File: src/rtl/core/mp3fhd_pkg.sv
`default_nettype none
// ----------------------------------------------------------------------------
// mp3fhd_pkg
// Field codes, lookup tables and constants for the MPEG audio Layer III
// frame header decoder.
// ----------------------------------------------------------------------------
package mp3fhd_pkg;

	// Header field codes
	localparam logic [1:0] VER_MPEG25   = 2'd0;
	localparam logic [1:0] VER_RESERVED = 2'd1;
	localparam logic [1:0] VER_MPEG2    = 2'd2;
	localparam logic [1:0] VER_MPEG1    = 2'd3;
	localparam logic [1:0] LAYER_III    = 2'd1;
	localparam logic [1:0] RIDX_44K1    = 2'd0;
	localparam logic [1:0] RIDX_48K     = 2'd1;
	localparam logic [1:0] RIDX_32K     = 2'd2;
	localparam logic [1:0] RIDX_RES     = 2'd3;
	localparam logic [3:0] BIDX_FREE    = 4'd0;
	localparam logic [3:0] BIDX_BAD     = 4'd15;
	localparam logic [1:0] EMPH_RES     = 2'd2;
	localparam logic [1:0] MODE_MONO    = 2'd3;
	localparam logic [7:0] SYNC_BYTE    = 8'hff;
	localparam logic [2:0] SYNC_TOP     = 3'b111;

	// Frame length limits and per-frame sample counts
	localparam logic [11:0] MIN_FRAME_BYTES = 12'd24;
	localparam logic [11:0] MAX_FRAME_RST   = 12'd1441;
	localparam logic [10:0] SPF_MPEG1       = 11'd1152;
	localparam logic [10:0] SPF_MPEG2       = 11'd576;
	localparam logic [1:0]  CH_MONO         = 2'd1;
	localparam logic [1:0]  CH_STEREO       = 2'd2;

	// Configuration register map
	localparam int          CFG_ADDR_W        = 3;
	localparam logic        CFG_IDX_MAX_FRAME = 1'b0;

	// Scaled bitrate is at most 320, so 9 bits
	localparam int KB_W = 9;

	// For the 44.1 kHz family the length is 160 * k / 49 (k = scaled kbps).
	// Reciprocal of 49 at 22 fractional bits, folded with the factor 160.
	localparam int          RECIP_SHIFT = 22;
	localparam logic [23:0] RECIP_160_49 = 24'd13695840;
	localparam int          PROD_W = KB_W + 24;

	typedef logic [KB_W-1:0] kbps_t;

	// Base sample rate in hertz for MPEG-1
	function automatic logic [15:0] base_rate(input logic [1:0] ri);
		logic [15:0] r;
		case (ri)
			RIDX_44K1: r = 16'd44100;
			RIDX_48K:  r = 16'd48000;
			RIDX_32K:  r = 16'd32000;
			default:   r = 16'd0;
		endcase
		return r;
	endfunction

	// MPEG-1 Layer III bitrate table in kbit/s
	function automatic kbps_t kbps_v1(input logic [3:0] bi);
		kbps_t k;
		case (bi)
			4'd1:    k = 9'd32;
			4'd2:    k = 9'd40;
			4'd3:    k = 9'd48;
			4'd4:    k = 9'd56;
			4'd5:    k = 9'd64;
			4'd6:    k = 9'd80;
			4'd7:    k = 9'd96;
			4'd8:    k = 9'd112;
			4'd9:    k = 9'd128;
			4'd10:   k = 9'd160;
			4'd11:   k = 9'd192;
			4'd12:   k = 9'd224;
			4'd13:   k = 9'd256;
			4'd14:   k = 9'd320;
			default: k = 9'd0;
		endcase
		return k;
	endfunction

	// MPEG-2 / 2.5 Layer III bitrate table in kbit/s
	function automatic kbps_t kbps_v2(input logic [3:0] bi);
		kbps_t k;
		case (bi)
			4'd1:    k = 9'd8;
			4'd2:    k = 9'd16;
			4'd3:    k = 9'd24;
			4'd4:    k = 9'd32;
			4'd5:    k = 9'd40;
			4'd6:    k = 9'd48;
			4'd7:    k = 9'd56;
			4'd8:    k = 9'd64;
			4'd9:    k = 9'd80;
			4'd10:   k = 9'd96;
			4'd11:   k = 9'd112;
			4'd12:   k = 9'd128;
			4'd13:   k = 9'd144;
			4'd14:   k = 9'd160;
			default: k = 9'd0;
		endcase
		return k;
	endfunction

endpackage : mp3fhd_pkg
`default_nettype wire

File: src/rtl/core/mp3fhd_if.sv
`default_nettype none
// ----------------------------------------------------------------------------
// mp3fhd interfaces
// Valid/ready channels for header words in and decoded results out.
// ----------------------------------------------------------------------------

// Header word channel
interface mp3fhd_in_if;
	logic        valid;
	logic        ready;
	logic [31:0] header_word;

	modport source (output valid, output header_word, input ready);
	modport sink   (input valid, input header_word, output ready);
endinterface : mp3fhd_in_if

// Decoded result channel
interface mp3fhd_out_if;
	logic        valid;
	logic        ready;
	logic        valid_res;
	logic [15:0] rate_hz;
	logic [11:0] frame_len;
	logic [10:0] samples_per_frame;
	logic [1:0]  channels;

	modport source (output valid, output valid_res, output rate_hz,
		output frame_len, output samples_per_frame, output channels,
		input ready);
	modport sink   (input valid, input valid_res, input rate_hz,
		input frame_len, input samples_per_frame, input channels,
		output ready);
endinterface : mp3fhd_out_if
`default_nettype wire

File: src/rtl/core/mp3_frame_header_decode_core.sv
`default_nettype none
// A header passes the stage 1, stage 2 and output (stage 3) registers.
// Throughput: one header per cycle unless stalled; the three stages are
//   field decode and table lookup, the reciprocal multiply, and length
//   select/limit check. An output stall holds full stages; empty ones fill.
// Reset (arst_n low, asynchronous) empties the pipeline and sets
//   the frame length limit to 1441.
// ----------------------------------------------------------------------------
// mp3_frame_header_decode_core
// Checks an MPEG audio Layer III frame header and yields sample rate, frame
// length, samples per frame and channel count.
// ----------------------------------------------------------------------------
module mp3_frame_header_decode_core
	import mp3fhd_pkg::*;
(
	input  wire                  clk,
	input  wire                  arst_n,
	mp3fhd_in_if.sink            hdr,
	mp3fhd_out_if.source         res,
	input  wire                  psel,
	input  wire                  penable,
	input  wire                  pwrite,
	input  wire [CFG_ADDR_W-1:0] paddr,
	input  wire [31:0]           pwdata,
	output logic [31:0]          prdata,
	output logic                 pready
);

	// Configuration register
	logic [11:0] max_frame_q;
	logic        cfg_hit;

	assign cfg_hit = (paddr[2] == CFG_IDX_MAX_FRAME);
	assign pready  = 1'b1;
	assign prdata  = cfg_hit ? {20'd0, max_frame_q} : 32'd0;

	always_ff @(posedge clk or negedge arst_n) begin
		if (!arst_n) begin
			max_frame_q <= MAX_FRAME_RST;
		end else if (psel && penable && pwrite && pready && cfg_hit) begin
			max_frame_q <= pwdata[11:0];
		end
	end

	// Stage advance: a stage moves when it is empty or the next one moves
	logic vld_s1, vld_s2, vld_s3;
	logic adv1, adv2, adv3;

	assign adv3      = !vld_s3 || res.ready;
	assign adv2      = !vld_s2 || adv3;
	assign adv1      = !vld_s1 || adv2;
	assign hdr.ready = adv1;

	always_ff @(posedge clk or negedge arst_n) begin
		if (!arst_n) begin
			vld_s1 <= 1'b0;
			vld_s2 <= 1'b0;
			vld_s3 <= 1'b0;
		end else begin
			if (adv1) vld_s1 <= hdr.valid;
			if (adv2) vld_s2 <= vld_s1;
			if (adv3) vld_s3 <= vld_s2;
		end
	end

	// Stage 1: field decode, validity checks, rate and bitrate lookup
	logic [1:0] ver, layer, ri, mode, emph;
	logic [3:0] bi;
	logic       hdr_ok, is_v1;
	kbps_t      kb_raw, kb_eff;
	logic [1:0] rate_shift;

	assign ver   = hdr.header_word[20:19];
	assign layer = hdr.header_word[18:17];
	assign bi    = hdr.header_word[15:12];
	assign ri    = hdr.header_word[11:10];
	assign mode  = hdr.header_word[7:6];
	assign emph  = hdr.header_word[1:0];
	assign is_v1 = (ver == VER_MPEG1);

	assign hdr_ok = (hdr.header_word[31:24] == SYNC_BYTE)
		&& (hdr.header_word[23:21] == SYNC_TOP)
		&& (ver != VER_RESERVED) && (layer == LAYER_III)
		&& (ri != RIDX_RES) && (bi != BIDX_FREE) && (bi != BIDX_BAD)
		&& (emph != EMPH_RES);

	// MPEG-2.5 halves the rate again, which doubles the effective bitrate
	always_comb begin
		kb_raw     = is_v1 ? kbps_v1(bi) : kbps_v2(bi);
		kb_eff     = kb_raw;
		rate_shift = 2'd0;
		case (ver)
			VER_MPEG1: rate_shift = 2'd0;
			VER_MPEG2: rate_shift = 2'd1;
			VER_MPEG25: begin
				rate_shift = 2'd2;
				kb_eff     = {kb_raw[KB_W-2:0], 1'b0};
			end
			default: rate_shift = 2'd0;
		endcase
	end

	logic        ok_s1, v1_s1, mono_s1, pad_s1;
	logic [1:0]  ri_s1;
	logic [15:0] rate_s1;
	kbps_t       kb_s1;

	always_ff @(posedge clk) begin
		if (adv1) begin
			ok_s1   <= hdr_ok;
			v1_s1   <= is_v1;
			mono_s1 <= (mode == MODE_MONO);
			pad_s1  <= hdr.header_word[9];
			ri_s1   <= ri;
			rate_s1 <= base_rate(ri) >> rate_shift;
			kb_s1   <= kb_eff;
		end
	end

	// Stage 2: reciprocal multiply for 44.1 kHz family, small scalings else
	logic [PROD_W-1:0] prod;
	logic [10:0]       lin;

	assign prod = PROD_W'(kb_s1) * PROD_W'(RECIP_160_49);

	always_comb begin
		case (ri_s1)
			RIDX_48K: lin = 11'(kb_s1) + {1'b0, kb_s1, 1'b0};
			RIDX_32K: lin = 11'(({3'd0, kb_s1, 3'd0} + 12'(kb_s1)) >> 1);
			default:  lin = 11'd0;
		endcase
	end

	logic              ok_s2, v1_s2, mono_s2, pad_s2;
	logic [1:0]        ri_s2;
	logic [15:0]       rate_s2;
	logic [PROD_W-1:0] prod_s2;
	logic [10:0]       lin_s2;

	always_ff @(posedge clk) begin
		if (adv2) begin
			ok_s2   <= ok_s1;
			v1_s2   <= v1_s1;
			mono_s2 <= mono_s1;
			pad_s2  <= pad_s1;
			ri_s2   <= ri_s1;
			rate_s2 <= rate_s1;
			prod_s2 <= prod;
			lin_s2  <= lin;
		end
	end

	// Stage 3: length select, padding, limit check, output register
	logic [11:0] len;
	logic        len_ok;

	assign len = ((ri_s2 == RIDX_44K1) ? {1'b0, prod_s2[RECIP_SHIFT+:11]} : {1'b0, lin_s2})
		+ 12'(pad_s2);
	assign len_ok = ok_s2 && (len >= MIN_FRAME_BYTES) && (len <= max_frame_q);

	logic        vres_s3;
	logic [15:0] rate_s3;
	logic [11:0] len_s3;
	logic [10:0] spf_s3;
	logic [1:0]  ch_s3;

	always_ff @(posedge clk) begin
		if (adv3) begin
			vres_s3 <= len_ok;
			rate_s3 <= len_ok ? rate_s2 : 16'd0;
			len_s3  <= len_ok ? len : 12'd0;
			spf_s3  <= !len_ok ? 11'd0 : (v1_s2 ? SPF_MPEG1 : SPF_MPEG2);
			ch_s3   <= !len_ok ? 2'd0 : (mono_s2 ? CH_MONO : CH_STEREO);
		end
	end

	assign res.valid             = vld_s3;
	assign res.valid_res         = vres_s3;
	assign res.rate_hz           = rate_s3;
	assign res.frame_len         = len_s3;
	assign res.samples_per_frame = spf_s3;
	assign res.channels          = ch_s3;

endmodule : mp3_frame_header_decode_core
`default_nettype wire

File: src/flat_wrapper.sv
// flat-port wrapper written by rule: the top's interface ports become plain ports
module mp3_frame_header_decode_core_flat import mp3fhd_pkg::*;
  (clk, arst_n, psel, penable, pwrite, paddr, pwdata, prdata, pready, hdr_valid, hdr_header_word, hdr_ready, res_valid, res_valid_res, res_rate_hz, res_frame_len, res_samples_per_frame, res_channels, res_ready);
  mp3fhd_in_if hdr_i ();
  mp3fhd_out_if res_i ();
  input  wire clk;
  input  wire arst_n;
  input  wire psel;
  input  wire penable;
  input  wire pwrite;
  input  wire [CFG_ADDR_W-1:0] paddr;
  input  wire [31:0] pwdata;
  output logic [31:0] prdata;
  output logic pready;
  input wire logic [$bits(hdr_i.valid)-1:0] hdr_valid;
  input wire logic [$bits(hdr_i.header_word)-1:0] hdr_header_word;
  output wire logic [$bits(hdr_i.ready)-1:0] hdr_ready;
  output wire logic [$bits(res_i.valid)-1:0] res_valid;
  output wire logic [$bits(res_i.valid_res)-1:0] res_valid_res;
  output wire logic [$bits(res_i.rate_hz)-1:0] res_rate_hz;
  output wire logic [$bits(res_i.frame_len)-1:0] res_frame_len;
  output wire logic [$bits(res_i.samples_per_frame)-1:0] res_samples_per_frame;
  output wire logic [$bits(res_i.channels)-1:0] res_channels;
  input wire logic [$bits(res_i.ready)-1:0] res_ready;
  assign hdr_i.valid = hdr_valid;
  assign hdr_i.header_word = hdr_header_word;
  assign hdr_ready = hdr_i.ready;
  assign res_valid = res_i.valid;
  assign res_valid_res = res_i.valid_res;
  assign res_rate_hz = res_i.rate_hz;
  assign res_frame_len = res_i.frame_len;
  assign res_samples_per_frame = res_i.samples_per_frame;
  assign res_channels = res_i.channels;
  assign res_i.ready = res_ready;
  mp3_frame_header_decode_core u_core (.clk(clk), .arst_n(arst_n), .hdr(hdr_i), .res(res_i), .psel(psel), .penable(penable), .pwrite(pwrite), .paddr(paddr), .pwdata(pwdata), .prdata(prdata), .pready(pready));
endmodule
File: config.mk
export PLATFORM = sky130hd
export DESIGN_NAME = mp3_frame_header_decode_core_flat
export DESIGN_NICKNAME = d
export VERILOG_FILES = /design/src/rtl/core/mp3fhd_pkg.sv /design/src/rtl/core/mp3fhd_if.sv /design/src/rtl/core/mp3_frame_header_decode_core.sv /design/src/flat_wrapper.sv
export SDC_FILE = /design/constraint.sdc
export NUM_CORES = 1
export LEC_CHECK = 0
export BUFFER_PORTS_ARGS = -buffer_cell sky130_fd_sc_hd__buf_4
export CAP_MARGIN = 20
export CORE_MARGIN = 2
export CORE_UTILIZATION = 35
export DETAILED_ROUTE_END_ITERATION = 12
export GPL_TIMING_DRIVEN = 0
export MAX_ROUTING_LAYER = met4
export PLACE_DENSITY = 0.61
export SYNTH_ARGS = -nofsm -noshare
export SYNTH_HDL_FRONTEND = slang
export SYNTH_SLANG_ARGS = --single-unit
File: constraint.sdc
create_clock -name clk -period 5.1 [get_ports clk]
set_input_delay 1.02 -clock clk [delete_from_list [all_inputs] [get_ports clk]]
set_output_delay 1.02 -clock clk [all_outputs]
set_load 0.005 [all_outputs]
# ---- Word-level counts from Yosys, hierarchy flattened
# Memory sizes are Yosys's and may differ from the RTL's.
# Cells that the tools add are included.
# W data, S select, Z words.
dict set report totals {
  register_bits 149
  inputBits 74
  mem_count 2
  elab_cells 81
  romBits 176
  output_inout_bits 77
}
# memory depth width rd rd_clocked_by_memory_dff wr line_no
set mem_list {}
lappend mem_list {{(no name shown)} 16 6 1 0 0 mp3fhd_pkg.sv:64} ;# case (bi)
lappend mem_list {{(no name shown)} 16 5 1 0 0 mp3fhd_pkg.sv:87} ;# case (bi)
dict set report op_classes {
  n_bitwise 1
  n_addsub 3
  n_lt_le_gt_ge 2
  n_reduce_logical 22
  shift 1
  multipliers 1
  n_mux 10
  eq_ne 14
}
# op count
set op_table {}
lappend op_table {{$pmux W16 S3} 1}
lappend op_table {{$mul A9 B19 Y28 const B} 1}
lappend op_table {{$mux W11} 2}
lappend op_table {{$pmux W11 S2} 1}
lappend op_table {{$mux W9} 2}
lappend op_table {{$mux W16} 1}
lappend op_table {{$shr A16 B2 Y16} 1}
lappend op_table {{$add A12 B1 Y12} 1}
lappend op_table {{$add A12 B9 Y12} 1}
lappend op_table {{$ge A12 B5 Y1 const B} 1}
lappend op_table {{$le A12 B12 Y1} 1}
lappend op_table {{$logic_and A1 B1 Y1} 12}
lappend op_table {{$mux W12} 1}
lappend op_table {{$add A9 B10 Y11} 1}
lappend op_table {{$eq A2 B2 Y1 const B} 5}
lappend op_table {{$eq A8 B8 Y1 const B} 1}
lappend op_table {{$eq A2 B1 Y1 const B} 3}
lappend op_table {{$logic_not A2 Y1} 3}
lappend op_table {{$ne A2 B2 Y1 const B} 2}
lappend op_table {{$ne A4 B4 Y1 const B} 1}
lappend op_table {{$pmux W2 S2} 1}
lappend op_table {{$reduce_bool A4 Y1} 1}
lappend op_table {{$eq A3 B3 Y1 const B} 1}
lappend op_table {{$logic_not A1 Y1} 3}
lappend op_table {{other kinds (4)} 6}

# ---- Depth between registers and ports, before layout
dict set report logic_depth {
  word_depth 8
  mapped_depth 18
  ltp_nobuf 15
}

# ---- Least setup slack after synthesis
# OpenSTA, ideal clock, no wires.
dict set report synth_timing {
  kind {register to register}
  start {register u_core.kb_s1[6]}
  end {register u_core.prod_s2[31] (data pin)}
  required_ps 4905
  path_stages_with_launch 13
  arrival_ps 3938
  setup_time_ps 195
  path_slack_ps 967
  path_buffers 0
  synth_period_minus_slack_ps 4133
  path_cell_list {edfxtp_1 > fa_1 > fa_1 > inv_1 > fa_1 > ha_1 > ha_1 > o21ai_1 > nor3_1 > o21bai_1 > o41ai_1 > or4_1 > o311ai_0}
}
dict set report synth_between {
  elab_chain_len 1
}
# item line_no
set synth_rtl {}
lappend synth_rtl {{from (decl)} mp3_frame_header_decode_core.sv:106} ;# kbps_t kb_s1;
lappend synth_rtl {{from (signal assigned)} mp3_frame_header_decode_core.sv:116} ;# kb_s1 <= kb_eff;
lappend synth_rtl {{$mul A9 B19 Y28} mp3_frame_header_decode_core.sv:124} ;# assign prod = PROD_W'(kb_s1) * PROD_W'(RECIP_160_49);
lappend synth_rtl {{via u_core.prod[31]} mp3_frame_header_decode_core.sv:121} ;# logic [PROD_W-1:0] prod;
lappend synth_rtl {{to (signal assigned)} mp3_frame_header_decode_core.sv:148} ;# prod_s2 <= prod;
lappend synth_rtl {{to (decl)} mp3_frame_header_decode_core.sv:137} ;# logic [PROD_W-1:0] prod_s2;
# The timed path passes the listed nets, and every way through them passes these cells.
# A chain may end at the register's enable or synchronous reset.

# ---- Final worst setup path
dict set report layout_timing {
  start {register u_core.kb_s1[7]}
  end {register u_core.prod_s2[31] (data pin)}
}
# The elaborated chain is that of the path after synthesis.

==> results.toml <==
[setup_path]
reg2reg_from = "u_core.kb_s1[7]"
slowest_stage = "edfxtp_1"
ff2ff_setup_slack_ps = 330
crit_type = "reg -> reg"
startpoint_type = "flop"
timing.rr.end = "u_core.prod_s2[31]"
worstPathRequired_ps = 5290
end_kind = "flop"
cp_cell_sequence = "inv_1 -> ha_1 -> xnor2_2 -> ha_1 -> or2_2 -> fa_1 -> ha_1 -> ha_1 -> o21ai_0 -> a211oi_2 -> nand2_1 -> o41ai_1 -> nor2_1 -> o311ai_0"
cpPeakStageDelay_ps = 620
worstPathArrival_ps = 4960
cp_common_cell = "ha_1"
cp_max_fo = 8
reg2reg_depth = 14

[synthesis]
netlist_area_um2 = 8050
netlist_top_cells_area = "edfxtp_1 (38%), ha_1 (15%), fa_1 (5.0%)"
synthAdderAreaFrac = 0.196
synth_edf_count = 103
ys_seq_area_frac = 0.432
yosys.cell_types.count = 68
synth_common_cells = "edfxtp_1 (103), ha_1 (94), inv_1 (55)"
synth_largest_area_cell = "edfxtp_1"
synth_compound_area_frac = 0.0944
synth_top_family_by_area = "adder cells"
synth_area_per_cell_um2 = 11.6
ys_seq_elements = 118
yosysMostFrequentCell = "edfxtp_1"
synthMuxAreaShare = 0.0386
yosysWarnings = 0
synth_cells = 695
synth-main-ff-cell = "edfxtp_1"
async_flop_share = 0.127
synthXorXnorAreaFrac = 0.0327
synthSimpleGateAreaFrac = 0.137
yosysTopAreaCellShare = 0.384

[detailed_routing]
wire_per_inst_um = 13.8
top_layer = "met4"
routed_wl_um = 15700
routed-wl-met2_um = 7400
wl_met1_um = 7360
via_per_inst = 4.68
drt_pass1_iterations = 4
drc = 0
wl_met3_um = 653
via_count = 5304
ant_nets = 0
drtIter0Drc = 273

[sta]
min_period_ps = 4770
hold_viol = 0
tightest_slew_ps = 873
setup_tns_ps = 0
fin_hold_ws_ps = 416
setup_viol_count_final = 0
slew_viol_final = 0
skew_ps = 10.7
setup_ws_ps = 330
max_slew_margin = 0.418
final.period_utilization = 0.935
fmax_ghz = 0.210
rsz0062_at_grt = "false"

[final_layout]
nFillCells = 2116
ff_latch_area_um2 = 3470
multi_input_area_um2 = 4140
drive_gt1_frac = 0.256
nNetsFinal = 1026
area_delta_synth_final_pct = 22.5
n_antenna_cell = 0
finalNonFillerCells = 1134

[floorplanning]
ios = 151
die_w_um = 156
fp.coreArea_um2 = 22600
dieArea_um2 = 24200
die_h_um = 156
rows = 55
initial_core_util = 0.356

[place]
dp_hpwl_um = 12700
gp_congestion = 0.922
place_inst = 1104
io_buffer_count = 93
preCtsSetupSlack_ps = 159

[power_and_ir_drop]
p_total_mw = 4.05
p_leak_nw = 4.42
ir_drop_uv = 247
power-per-cell-area_nw_per_um2 = 411

[clock_network]
cts_resized = 0
cts_max_path_buffers = 2
ctsHoldBuffers = 0
clock_latency_ps = 410
cts_root_buf = "clkbuf_16"
cts_buffers = 17
postCtsSetupRepairBufs = 0
cts.clk_slew.worst_paths_ps = 50
h-tree-depth = 4
cts.sinks = 118
cts_tree = "done"

[global_route]
grt-ovfl-total = 0
antenna_found_initial = 0
grt_pass1_wl_um = 25700
grt_use_total = 0.138
grt_max_degree = 35
grt_pass1_vias = 5148

[hold_path]
worst_hold_startpoint = "u_core.pad_s1"
hold_depth = 0
hold_class = "reg -> reg"
hold_end = "u_core.pad_s2"

[job]
maxCapViolations = 0

[run_status]
outcome = "completed"
[worst max path at each step]
stage / start / slack (ps) / endpoint / depth (start not counted)
final: u_core.kb_s1[7] / 330 / u_core.prod_s2[31] / 14
after detailed placement: u_core.kb_s1[7] / 160 / u_core.prod_s2[31] / 14
after CTS: u_core.kb_s1[7] / 130 / u_core.prod_s2[31] / 14
after global routing: u_core.kb_s1[7] / 4 / u_core.prod_s2[31] / 14
after global placement: u_core.kb_s1[7] / 160 / u_core.prod_s2[31] / 14
after floorplan: u_core.kb_s1[6] / 970 / u_core.prod_s2[31] / 12
[sequential cells by signal, indices dropped and copies added, names as in the netlist, 2 cells and up]
register and count:
u_core.rate_s1 16, u_core.prod_s2 11, u_core.res.rate_hz 16, u_core.res.frame_len 12
u_core.rate_s2 16, u_core.lin_s2 9, u_core.max_frame_q 12, u_core.kb_s1 6
u_core.ri_s2 2, u_core.res.channels 2, u_core.res.samples_per_frame 2, u_core.ri_s1 2
[layer usage]
metal / global-route usage / vias to the layer above
li1: - / 2733
met1: 0.176 / 2443
met2: 0.218 / 108
met3: 0.0306 / 20
met4: 0.0450 / 0
met5: - / -
[critical path, delay by kind of cell (launching register included)]
family / cells / cell delay (ps)
xor gates and xnor gates: 1 / 210
and+or+nand+nor: 3 / 540
buffers and inverters: 1 / 180
adders and majority gates: 5 / 1650
AOI/OAI and AO/OA: 4 / 1360
DFF: 1 / 620
[cells in the final DEF (no fill, tap or decap), drive strengths merged, types with 5 or more instances in the layout]
cell	count
buf	135
edfxtp	103
ha	94
inv	55
nor2	47
clkbuf	34
nand2	30
conb	29
a21oi	25
o21ai	23
nor3b	23
xnor2	21
fa	20
mux2	18
nor2b	13
a21o	12
nor3	11
and2	10
mux2i	10
dfrtp	10
xor2	9
nand4	8
nand3	8
nand2b	8
clkinv	8
or2	7
o211ai	6
o21bai	6
a22oi	6
dfstp	5
a211oi	5
[kinds of logic after synthesis]
family	Yosys count
XOR/XNOR	30
adder cells (fa/ha/maj)	114
other	2
multiplexers	28
buffers and inverters	108
flip-flops	118
AO/OA/AOI/OAI	111
AND/OR/NAND/NOR	184
[per-stage QoR]
stage	utilization	cell area (µm²)
after floorplan	-	8150
after global placement	0.408	9200
after global routing	0.437	9860
final	0.437	9860
after CTS	0.436	9840
after detailed placement	0.411	9270
[report_power, final]
group	total [mW]	internal [mW]	switching [mW]
Combinational	1.53	0.690	0.844
Clock	1.13	0.754	0.378
Sequential	1.38	1.28	0.104
Total	4.05	2.72	1.33
[cell type report]
type | instances | area share
timing repair buffer | 97 | 0.0778
inverter | 55 | 0.0209
buffer | 53 | 0.0353
clock inverter | 11 | 0.0137
sequential | 118 | 0.352
tap | 285 | 0.0362
clock buffer | 19 | 0.0439
multi-input combinational | 496 | 0.420
Power figures use the tool's default switching activity.
